## src/hw/rtl/clsr_pkg.sv

```systemverilog
package clsr_pkg;

  // Display geometry
  localparam int LINE_CHARS = 16;
  localparam int POS_W      = $clog2(LINE_CHARS + 1);
  localparam int ADDR_W     = 5;
  localparam int STORE_DEPTH   = 32;
  localparam int LINE_TWO_BASE = 16;

  localparam logic [POS_W-1:0] LINE_W    = POS_W'(LINE_CHARS);
  localparam logic [POS_W-1:0] LINE_LAST = POS_W'(LINE_CHARS - 1);

  localparam logic [7:0] SPACE_CHAR   = 8'h20;
  localparam logic [7:0] SEL_LINE_ONE = 8'h80;
  localparam logic [7:0] SEL_LINE_TWO = 8'hC0;

  // Item commands
  typedef enum logic [2:0] {
    CMD_INIT       = 3'd0,
    CMD_DEINIT     = 3'd1,
    CMD_START_LINE = 3'd2,
    CMD_PUT_CHAR   = 3'd3,
    CMD_UPDATE     = 3'd4
  } cmd_t;

  // Refresh progress kept between update items
  typedef enum logic [1:0] {
    PH_SEL_ONE  = 2'd0,
    PH_LINE_ONE = 2'd1,
    PH_SEL_TWO  = 2'd2,
    PH_LINE_TWO = 2'd3
  } phase_t;

  // Where the byte of a step comes from
  typedef enum logic [1:0] {
    SRC_CONST    = 2'd0,
    SRC_LINE_ONE = 2'd1,
    SRC_SPACE    = 2'd2,
    SRC_LINE_TWO = 2'd3
  } src_t;

  typedef enum logic [2:0] {
    WAIT_NONE   = 3'd0,
    WAIT_15MS   = 3'd1,
    WAIT_5MS    = 3'd2,
    WAIT_100US  = 3'd3,
    WAIT_1640US = 3'd4
  } wait_t;

  // Sequencing of a step
  typedef enum logic [2:0] {
    NX_NEXT     = 3'd0,
    NX_LOOP     = 3'd1,
    NX_SMOOTH   = 3'd2,
    NX_END      = 3'd3,
    NX_LINE_TWO = 3'd4
  } nxt_t;

  typedef logic [3:0] pc_t;

  localparam pc_t PC_INIT      = 4'd0;
  localparam pc_t PC_SEL_ONE   = 4'd8;
  localparam pc_t PC_LINE_ONE  = 4'd9;
  localparam pc_t PC_SEL_TWO   = 4'd10;
  localparam pc_t PC_BLANK     = 4'd11;
  localparam pc_t PC_RESEL_TWO = 4'd12;
  localparam pc_t PC_LINE_TWO  = 4'd13;

  typedef struct packed {
    src_t       src;
    logic       rs;
    logic       high_only;
    logic [7:0] data;
    wait_t      wt;
    nxt_t       nxt;
    pc_t        target;
    logic       clr_pos;
  } uop_t;

  // Accepted item as seen by sequencer and datapath
  typedef struct packed {
    logic       take;
    logic [2:0] command;
    logic [7:0] char_code;
    logic       smooth;
  } req_t;

  // One bus step handed from sequencer to datapath
  typedef struct packed {
    logic              fire;
    logic              is_write;
    logic              rs;
    src_t              src;
    logic [7:0]        data;
    logic              high_only;
    wait_t             wt;
    logic              done;
    logic              last;
    logic [ADDR_W-1:0] rd_addr;
  } step_t;

  function automatic logic [13:0] wait_us(input wait_t w);
    logic [13:0] v;
    case (w)
      WAIT_15MS:   v = 14'd15000;
      WAIT_5MS:    v = 14'd5000;
      WAIT_100US:  v = 14'd100;
      WAIT_1640US: v = 14'd1640;
      default:     v = 14'd0;
    endcase
    return v;
  endfunction

  function automatic uop_t mk(input src_t src, input logic rs, input logic ho,
                              input logic [7:0] data, input wait_t wt,
                              input nxt_t nxt, input pc_t target, input logic clr);
    uop_t u;
    u.src       = src;
    u.rs        = rs;
    u.high_only = ho;
    u.data      = data;
    u.wt        = wt;
    u.nxt       = nxt;
    u.target    = target;
    u.clr_pos   = clr;
    return u;
  endfunction

  // Microcode: power-up sequence, then the screen refresh routine
  function automatic uop_t ucode(input pc_t pc);
    uop_t u;
    case (pc)
      4'd0:  u = mk(SRC_CONST, 1'b0, 1'b1, 8'h30, WAIT_15MS, NX_NEXT, PC_INIT, 1'b0);
      4'd1:  u = mk(SRC_CONST, 1'b0, 1'b1, 8'h30, WAIT_5MS, NX_NEXT, PC_INIT, 1'b0);
      4'd2:  u = mk(SRC_CONST, 1'b0, 1'b1, 8'h30, WAIT_100US, NX_NEXT, PC_INIT, 1'b0);
      4'd3:  u = mk(SRC_CONST, 1'b0, 1'b1, 8'h20, WAIT_NONE, NX_NEXT, PC_INIT, 1'b0);
      4'd4:  u = mk(SRC_CONST, 1'b0, 1'b0, 8'h28, WAIT_NONE, NX_NEXT, PC_INIT, 1'b0);
      4'd5:  u = mk(SRC_CONST, 1'b0, 1'b0, 8'h0C, WAIT_NONE, NX_NEXT, PC_INIT, 1'b0);
      4'd6:  u = mk(SRC_CONST, 1'b0, 1'b0, 8'h01, WAIT_NONE, NX_NEXT, PC_INIT, 1'b0);
      4'd7:  u = mk(SRC_CONST, 1'b0, 1'b0, 8'h06, WAIT_1640US, NX_END, PC_INIT, 1'b0);
      PC_SEL_ONE:
        u = mk(SRC_CONST, 1'b0, 1'b0, SEL_LINE_ONE, WAIT_NONE, NX_NEXT, PC_INIT, 1'b1);
      PC_LINE_ONE:
        u = mk(SRC_LINE_ONE, 1'b1, 1'b0, 8'h00, WAIT_NONE, NX_LOOP, PC_INIT, 1'b0);
      PC_SEL_TWO:
        u = mk(SRC_CONST, 1'b0, 1'b0, SEL_LINE_TWO, WAIT_NONE, NX_SMOOTH, PC_LINE_TWO,
               1'b1);
      PC_BLANK:
        u = mk(SRC_SPACE, 1'b1, 1'b0, 8'h00, WAIT_NONE, NX_LOOP, PC_INIT, 1'b0);
      PC_RESEL_TWO:
        u = mk(SRC_CONST, 1'b0, 1'b0, SEL_LINE_TWO, WAIT_NONE, NX_NEXT, PC_INIT, 1'b0);
      PC_LINE_TWO:
        u = mk(SRC_LINE_TWO, 1'b1, 1'b0, 8'h00, WAIT_NONE, NX_LINE_TWO, PC_INIT, 1'b0);
      default:
        u = mk(SRC_CONST, 1'b0, 1'b0, 8'h00, WAIT_NONE, NX_END, PC_INIT, 1'b0);
    endcase
    return u;
  endfunction

endpackage

```

## src/hw/rtl/clsr_in_if.sv

```systemverilog
interface clsr_in_if;
  logic       valid;
  logic       ready;
  logic [2:0] command;
  logic [7:0] char_code;
  logic       smooth;

  modport source (output valid, output command, output char_code, output smooth,
                  input ready);
  modport sink (input valid, input command, input char_code, input smooth,
                output ready);
endinterface

```

## src/hw/rtl/clsr_out_if.sv

```systemverilog
interface clsr_out_if;
  logic        valid;
  logic        ready;
  logic        is_write;
  logic        reg_select;
  logic [7:0]  data_byte;
  logic        high_only;
  logic [13:0] wait_before_us;
  logic        done_res;
  logic        last;

  modport source (output valid, output is_write, output reg_select, output data_byte,
                  output high_only, output wait_before_us, output done_res,
                  output last, input ready);
  modport sink (input valid, input is_write, input reg_select, input data_byte,
                input high_only, input wait_before_us, input done_res, input last,
                output ready);
endinterface

```

## src/hw/rtl/char_lcd_scroll_refresh.sv

```systemverilog
// Result items come from the sequencer after acceptance, through the output register.
// Throughput: one bus write per cycle from the microcode sequencer unless the output
//   stalls; init 8 items, update up to 36; next item is taken after the final result.
// Silent items (deinit, start line, put char) give no result and leave the block idle.
// Reset (rst, synchronous, active high) clears the store to zero, the initialized flag,
//   fill and refresh positions, and selects line one as the next refresh phase.
module char_lcd_scroll_refresh (
  input  logic       clk,
  input  logic       rst,
  clsr_in_if.sink    request,
  clsr_out_if.source result
);

  clsr_pkg::req_t  req;
  clsr_pkg::step_t step;
  logic            busy;
  logic            slot_free;

  // Items are taken only while the sequencer is idle
  assign request.ready = !busy;

  always_comb begin
    req.take      = request.valid && !busy;
    req.command   = request.command;
    req.char_code = request.char_code;
    req.smooth    = request.smooth;
  end

  clsr_seq u_seq (
    .clk       (clk),
    .rst       (rst),
    .req       (req),
    .slot_free (slot_free),
    .busy      (busy),
    .step      (step)
  );

  clsr_dpath u_dpath (
    .clk       (clk),
    .rst       (rst),
    .req       (req),
    .step      (step),
    .slot_free (slot_free),
    .result    (result)
  );

endmodule

```

## src/hw/rtl/clsr_seq.sv

```systemverilog
module clsr_seq (
  input  logic            clk,
  input  logic            rst,
  input  clsr_pkg::req_t  req,
  input  logic            slot_free,
  output logic            busy,
  output clsr_pkg::step_t step
);

  clsr_pkg::pc_t              pc;
  logic [clsr_pkg::POS_W-1:0] cnt;
  logic                       smooth_q;
  clsr_pkg::phase_t           refresh_phase;
  logic [clsr_pkg::POS_W-1:0] refresh_position;

  clsr_pkg::uop_t uop;
  clsr_pkg::pc_t  entry_pc;
  logic           fire;
  logic           is_l2;
  logic           pos_lt_w;
  logic           l2_end;
  logic           l2_done;
  logic           status;
  logic           start_init;
  logic           start_upd;

  // Control word of the current step
  assign uop  = clsr_pkg::ucode(pc);
  assign fire = busy && slot_free;

  // Line-two step: one char in smooth mode, the rest otherwise
  assign is_l2    = (uop.nxt == clsr_pkg::NX_LINE_TWO);
  assign pos_lt_w = (refresh_position < clsr_pkg::LINE_W);
  assign l2_end   = smooth_q || !pos_lt_w || (refresh_position == clsr_pkg::LINE_LAST);
  assign l2_done  = !(smooth_q && pos_lt_w);
  assign status   = is_l2 && !pos_lt_w;

  assign start_init = req.take && (req.command == clsr_pkg::CMD_INIT);
  assign start_upd  = req.take && (req.command == clsr_pkg::CMD_UPDATE);

  // Update entry point from the saved refresh phase
  always_comb begin
    case (refresh_phase)
      clsr_pkg::PH_SEL_ONE:  entry_pc = clsr_pkg::PC_SEL_ONE;
      clsr_pkg::PH_LINE_ONE: entry_pc = clsr_pkg::PC_LINE_ONE;
      clsr_pkg::PH_SEL_TWO:  entry_pc = clsr_pkg::PC_SEL_TWO;
      default:               entry_pc = clsr_pkg::PC_LINE_TWO;
    endcase
  end

  // Step handed to the datapath
  always_comb begin
    step.fire      = fire;
    step.is_write  = !status;
    step.rs        = status ? 1'b0 : uop.rs;
    step.src       = status ? clsr_pkg::SRC_CONST : uop.src;
    step.data      = status ? 8'h00 : uop.data;
    step.high_only = uop.high_only;
    step.wt        = uop.wt;
    step.last      = (uop.nxt == clsr_pkg::NX_END) || (is_l2 && l2_end);
    step.done      = is_l2 && l2_end && l2_done;
    if (uop.src == clsr_pkg::SRC_LINE_TWO) begin
      step.rd_addr = refresh_position + clsr_pkg::ADDR_W'(clsr_pkg::LINE_TWO_BASE);
    end else begin
      step.rd_addr = cnt;
    end
  end

  // Step counter, loop counter and refresh progress
  always_ff @(posedge clk) begin
    if (rst) begin
      busy             <= 1'b0;
      pc               <= clsr_pkg::PC_INIT;
      cnt              <= '0;
      smooth_q         <= 1'b0;
      refresh_phase    <= clsr_pkg::PH_SEL_ONE;
      refresh_position <= '0;
    end else if (start_init || start_upd) begin
      busy     <= 1'b1;
      smooth_q <= req.smooth;
      cnt      <= '0;
      pc       <= start_init ? clsr_pkg::PC_INIT : entry_pc;
    end else if (fire) begin
      if (uop.clr_pos) begin
        refresh_position <= '0;
      end
      case (uop.nxt)
        clsr_pkg::NX_NEXT: begin
          pc <= pc + 4'd1;
        end
        clsr_pkg::NX_LOOP: begin
          if (cnt == clsr_pkg::LINE_LAST) begin
            cnt <= '0;
            pc  <= pc + 4'd1;
          end else begin
            cnt <= cnt + 1'b1;
          end
        end
        clsr_pkg::NX_SMOOTH: begin
          pc <= smooth_q ? pc + 4'd1 : uop.target;
        end
        clsr_pkg::NX_LINE_TWO: begin
          if (pos_lt_w) begin
            refresh_position <= refresh_position + 1'b1;
          end
          if (l2_end) begin
            busy          <= 1'b0;
            refresh_phase <= l2_done ? clsr_pkg::PH_SEL_ONE : clsr_pkg::PH_LINE_TWO;
          end
        end
        default: begin
          busy <= 1'b0;
        end
      endcase
    end
  end

`ifndef SYNTHESIS
  a_phase_idle: assert property (@(posedge clk) disable iff (rst)
    !busy |-> (refresh_phase == clsr_pkg::PH_SEL_ONE ||
               refresh_phase == clsr_pkg::PH_LINE_TWO))
    else $error("refresh phase left mid-line between items");
  a_pos_range: assert property (@(posedge clk) disable iff (rst)
    refresh_position <= clsr_pkg::LINE_W)
    else $error("refresh position past line width");
  a_last_ends: assert property (@(posedge clk) disable iff (rst)
    step.fire && step.last |=> !busy)
    else $error("sequencer still busy after final step");
  a_status_done: assert property (@(posedge clk) disable iff (rst)
    step.fire && !step.is_write |-> step.done && step.last)
    else $error("status result without done and last");
`endif

endmodule

```

## src/hw/rtl/clsr_dpath.sv

```systemverilog
module clsr_dpath (
  input  logic            clk,
  input  logic            rst,
  input  clsr_pkg::req_t  req,
  input  clsr_pkg::step_t step,
  output logic            slot_free,
  clsr_out_if.source      result
);

  logic [7:0]                 store [clsr_pkg::STORE_DEPTH];
  logic                       initialized;
  logic [clsr_pkg::POS_W-1:0] fill_position;
  logic [7:0]                 byte_sel;
  logic [clsr_pkg::ADDR_W-1:0] put_addr;

  assign slot_free = !result.valid || result.ready;
  assign put_addr  = clsr_pkg::ADDR_W'(clsr_pkg::LINE_TWO_BASE) +
                     clsr_pkg::ADDR_W'(fill_position);

  // Byte of the current step
  always_comb begin
    case (step.src)
      clsr_pkg::SRC_LINE_ONE: byte_sel = store[step.rd_addr];
      clsr_pkg::SRC_LINE_TWO: byte_sel = store[step.rd_addr];
      clsr_pkg::SRC_SPACE:    byte_sel = clsr_pkg::SPACE_CHAR;
      default:                byte_sel = step.data;
    endcase
  end

  // Character store and fill state, updated at item acceptance
  always_ff @(posedge clk) begin
    if (rst) begin
      for (int i = 0; i < clsr_pkg::STORE_DEPTH; i++) begin
        store[clsr_pkg::ADDR_W'(i)] <= 8'h00;
      end
      initialized   <= 1'b0;
      fill_position <= '0;
    end else if (req.take) begin
      case (req.command)
        clsr_pkg::CMD_INIT: begin
          for (int i = 0; i < clsr_pkg::STORE_DEPTH; i++) begin
            store[clsr_pkg::ADDR_W'(i)] <= clsr_pkg::SPACE_CHAR;
          end
          fill_position <= '0;
          initialized   <= 1'b1;
        end
        clsr_pkg::CMD_DEINIT: begin
          initialized <= 1'b0;
        end
        clsr_pkg::CMD_START_LINE: begin
          if (initialized) begin
            for (int i = 0; i < clsr_pkg::LINE_TWO_BASE; i++) begin
              store[clsr_pkg::ADDR_W'(i)] <=
                store[clsr_pkg::ADDR_W'(i + clsr_pkg::LINE_TWO_BASE)];
              store[clsr_pkg::ADDR_W'(i + clsr_pkg::LINE_TWO_BASE)] <=
                clsr_pkg::SPACE_CHAR;
            end
            fill_position <= '0;
          end
        end
        clsr_pkg::CMD_PUT_CHAR: begin
          if (initialized && (fill_position < clsr_pkg::LINE_W)) begin
            store[put_addr] <= req.char_code;
            fill_position   <= fill_position + 1'b1;
          end
        end
        default: begin
        end
      endcase
    end
  end

  // Output register
  always_ff @(posedge clk) begin
    if (rst) begin
      result.valid <= 1'b0;
    end else if (step.fire) begin
      result.valid <= 1'b1;
    end else if (result.ready) begin
      result.valid <= 1'b0;
    end
  end

  always_ff @(posedge clk) begin
    if (step.fire) begin
      result.is_write       <= step.is_write;
      result.reg_select     <= step.rs;
      result.data_byte      <= step.is_write ? byte_sel : 8'h00;
      result.high_only      <= step.high_only;
      result.wait_before_us <= clsr_pkg::wait_us(step.wt);
      result.done_res       <= step.done;
      result.last           <= step.last;
    end
  end

`ifndef SYNTHESIS
  a_fill_range: assert property (@(posedge clk) disable iff (rst)
    fill_position <= clsr_pkg::LINE_W)
    else $error("fill position past line width");
  a_no_overwrite: assert property (@(posedge clk) disable iff (rst)
    step.fire |-> !result.valid || result.ready)
    else $error("result register overwritten while held");
`endif

endmodule
```

## src/flat_wrapper.sv

```systemverilog
// flat-port wrapper written by rule: the top's interface ports become plain ports
module char_lcd_scroll_refresh_flat 
  (clk, rst, request_valid, request_command, request_char_code, request_smooth, request_ready, result_valid, result_is_write, result_reg_select, result_data_byte, result_high_only, result_wait_before_us, result_done_res, result_last, result_ready);
  clsr_in_if request_i ();
  clsr_out_if result_i ();
  input  logic clk;
  input  logic rst;
  input wire logic [$bits(request_i.valid)-1:0] request_valid;
  input wire logic [$bits(request_i.command)-1:0] request_command;
  input wire logic [$bits(request_i.char_code)-1:0] request_char_code;
  input wire logic [$bits(request_i.smooth)-1:0] request_smooth;
  output wire logic [$bits(request_i.ready)-1:0] request_ready;
  output wire logic [$bits(result_i.valid)-1:0] result_valid;
  output wire logic [$bits(result_i.is_write)-1:0] result_is_write;
  output wire logic [$bits(result_i.reg_select)-1:0] result_reg_select;
  output wire logic [$bits(result_i.data_byte)-1:0] result_data_byte;
  output wire logic [$bits(result_i.high_only)-1:0] result_high_only;
  output wire logic [$bits(result_i.wait_before_us)-1:0] result_wait_before_us;
  output wire logic [$bits(result_i.done_res)-1:0] result_done_res;
  output wire logic [$bits(result_i.last)-1:0] result_last;
  input wire logic [$bits(result_i.ready)-1:0] result_ready;
  assign request_i.valid = request_valid;
  assign request_i.command = request_command;
  assign request_i.char_code = request_char_code;
  assign request_i.smooth = request_smooth;
  assign request_ready = request_i.ready;
  assign result_valid = result_i.valid;
  assign result_is_write = result_i.is_write;
  assign result_reg_select = result_i.reg_select;
  assign result_data_byte = result_i.data_byte;
  assign result_high_only = result_i.high_only;
  assign result_wait_before_us = result_i.wait_before_us;
  assign result_done_res = result_i.done_res;
  assign result_last = result_i.last;
  assign result_i.ready = result_ready;
  char_lcd_scroll_refresh u_core (.clk(clk), .rst(rst), .request(request_i), .result(result_i));
endmodule
```

## config.mk

```make
export PLATFORM = sky130hd
export DESIGN_NAME = char_lcd_scroll_refresh_flat
export DESIGN_NICKNAME = d
export VERILOG_FILES = /design/src/hw/rtl/clsr_pkg.sv /design/src/hw/rtl/clsr_in_if.sv /design/src/hw/rtl/clsr_out_if.sv /design/src/hw/rtl/char_lcd_scroll_refresh.sv /design/src/hw/rtl/clsr_seq.sv /design/src/hw/rtl/clsr_dpath.sv /design/src/flat_wrapper.sv
export SDC_FILE = /design/constraint.sdc
export NUM_CORES = 1
export LEC_CHECK = 0
export ABC_AREA = 1
export BUFFER_PORTS_ARGS = -buffer_cell sky130_fd_sc_hd__buf_2
export CAP_MARGIN = 20
export CORE_ASPECT_RATIO = 1.5
export CORE_MARGIN = 8
export CORE_UTILIZATION = 30
export DETAILED_ROUTE_END_ITERATION = 12
export GPL_ROUTABILITY_DRIVEN = 0
export SKIP_CTS_REPAIR_TIMING = 1
export SYNTH_ARGS = -nofsm -noshare
export SYNTH_HDL_FRONTEND = slang
export SYNTH_SLANG_ARGS = --single-unit
```

## constraint.sdc

```tcl
create_clock -name clk -period 1.8 [get_ports clk]
set_input_delay 0.27 -clock clk [delete_from_list [all_inputs] [get_ports clk]]
set_output_delay 0.27 -clock clk [all_outputs]
set_load 0.005 [all_outputs]
```

==> results.yml <==
status:
  status: "complete, but fails checks"
  violations: "negative setup slack"
logic_synthesis:
  synth_cell_types: 38
  netlist_area_um2: 14900
  synthArstFlopShare: 0
  ys_seq_elements: 319
  yosysTopAreaCellShare: 0.556
  ys_top_cells_by_area: "edfxtp_1 (56%), nand2_1 (7.9%), nor2_1 (7.3%)"
  yosysMostFrequentCell: "nand2_1"
  syn_inst: 1623
  yosys_most_used_dff: "edfxtp_1"
  synthTopCellsByCount: "nand2_1 (315), nor2_1 (291), edfxtp_1 (276)"
  ys_warn_count: 0
  synth_area_per_cell_um2: 9.18
  yosysSeqAreaShare: 0.614
  synth_edf_count: 276
  synth_largest_area_cell: "edfxtp_1"
layout:
  utilization: 0.393
  stdcell_area_um2: 19400
  drive_gt1_frac: 0.245
  antenna-diode-count: 0
  num-nets-final: 1826
  syn_to_final_growth_pct: 29.9
  fin_cells: 2487
clock_network:
  cts-root-buf: "clkbuf_16"
  ctsHtreeMaxLevel: 1
  clkSinkCount: 319
  clockBufferDepth: 3
  cts-buffers-inserted: 30
  clkLatencyLatePin_ns: 0.57
  tritoncts: "done"
  clk_pin_slew_ns: 0.07
sta:
  clock.fmax_mhz: 475
  hold_violations: 0
  fin_crit_sh: 1.17
  fin_crit_ns: 2.11
  setup_viol: 26
  slew_viol_final: 0
  fin_ws_ns: -0.306
  worst_pin_slew_ns: 0.546
  rsz0062_at_grt: "true"
  maxSlewHeadroom: 0.634
  finClkSkew_ns: 0.0144
power_and_ir_drop:
  power.density_nw_per_um2: 823
  ir_drop_v: 0.000520
  p_leak_nw: 7.98
  total_power_mw: 15.9
critical_path:
  r2r_setup_slack_ns: -0.31
  slowest_delay_ns: 0.38
  startpoint_type: "register"
  end_kind: "register"
  worstPathCellList: "buf_6 -> nand3_4 -> buf_12 -> nand2_8 -> buf_12 -> a21oi_1 -> o21ai_0 -> nand3_1 -> nand3_2 -> a21oi_2 -> o21ai_1"
  path_max_fanout: 6
  crit_required_ns: 2.12
  cp_slowest_cell: "dfxtp_4"
  worstPathArrival_ns: 2.43
  cp_common_cell: "buf_12"
  crit_type: "register to register"
route:
  drtIter0Drc: 665
  drt-wirelength-per-cell_um: 18.8
  drt_wl_total_mm: 46.6
  firstDrtPassIters: 6
  drc_errors: 0
  ant_nets: 0
  vias_per_cell: 4.82
  num_vias: 11989
global_route:
  antenna_found_initial: 0
  grt_pass1_vias: 11729
  grt-ovfl-total: 0
  grt_use_total: 0.153
  grt_pass1_wl_mm: 66.8
  grt_max_degree: 38
place:
  hpwlAfterDp_mm: 32.8
  dpl.cell_count: 2401
  placed_area_um2: 17100
  dpl_worst_slack_ns: -0.433
  io_buffers: 42
floorplan:
  dieArea_um2: 57200
  initial_utilization: 0.302
  num_rows: 100
  fp.dieW_um: 198
  die_h_um: 289
  io_pins: 45
  core_area_um2: 49300
flow_run:
  maxCapViolCount: 0
min_path:
  hold_path_class: "input pin to register"
[critical path, delay by kind of cell (launching register included)]
kind            cells  cell delay [ns]
simple gates        4             0.51
compound gates      4             0.56
flops               1             0.38
buf+inv             3             0.42
[power breakdown]
group	switching, mW	internal [mW]	total [mW]	leakage [nW]
combinational	0.722	0.405	1.13	4.32
sequential	0.140	8.33	8.47	3.18
clock	2.79	3.55	6.34	0.484
total	3.66	12.3	15.9	7.98
[state kept, by name, summed over array words and instances (netlist names), 4 cells and up]
signal                                count
u_core.u_dpath.store                    256
u_core.u_seq.uop                         19
u_core.u_dpath.result.data_byte           8
u_core.u_dpath.result.wait_before_us      7
u_core.u_dpath.fill_position              5
u_core.u_seq.cnt                          5
u_core.u_seq.refresh_position             5
u_core.u_seq.pc                           4
[area by class of cell]
class	instances	area [um^2]
Clock buffer	47	928
Fill cell	4827	29900
Sequential cell	319	9170
Inverter	202	778
Tap cell	663	830
Timing Repair Buffer	230	2310
Clock inverter	9	52.6
Multi-Input combinational cell	1017	5290
[worst paths after layout]
path / startpoint / to / cells after the start
max reg2reg: u_core.u_seq.uop[22]$_SDFF_PN0_ / u_core.u_dpath.result.data_byte[2]$_SDFFCE_PP0P_ / 11
min reg2reg: u_core.u_seq.uop[19]$_SDFF_PP0_ / u_core.u_dpath.result.high_only$_DFFE_PP_ / 0
min: request_smooth / u_core.u_seq.smooth_q$_SDFFE_PP0P_ / 3
max: u_core.u_seq.uop[22]$_SDFF_PN0_ / u_core.u_dpath.result.data_byte[2]$_SDFFCE_PP0P_ / 11
[cells by family (layout without fill, tap and decap cells)]
family | Yosys count | in the layout | synth area share
adder cells (fa/ha/maj) | 10 | 10 | 0.00840
AND/OR/NAND/NOR | 843 | 844 | 0.236
XOR/XNOR | 3 | 3 | 0.00176
AO/OA/AOI/OAI | 158 | 158 | 0.0563
buffers and inverters | 289 | 488 | 0.0831
other | 1 | 2 | 0.000252
flip-flops | 319 | 319 | 0.614
[cell usage in the layout, fill, tap and decap left out, drive strengths merged, types with 10 or more instances in the layout]
cell    instances
nand2         320
nor2          291
edfxtp        276
buf           225
nand3         211
inv           203
o21ai          80
a21oi          63
clkbuf         52
dfxtp          43
ha             10
[metal layers]
layer,global-route usage,vias to the layer above,part of all wire
met5,0,-,0
met4,0.0952,0,0.060
met3,0.0166,128,0.052
met2,0.299,433,0.55
met1,0.151,5729,0.33
li1,-,5699,-
[per-stage QoR]
step | hold WS [ns] | TNS [ns]
6_report | 0.000543 | -2.84
5_1_grt | 0.0464 | -7.08
2_1_floorplan | 0.386 | -4.95
3_3_place_gp | 0.389 | -29.59
4_1_cts | -0.0239 | -40.03
3_5_place_dp | 0.403 | -35.66
Power figures use the tool's default switching activity.
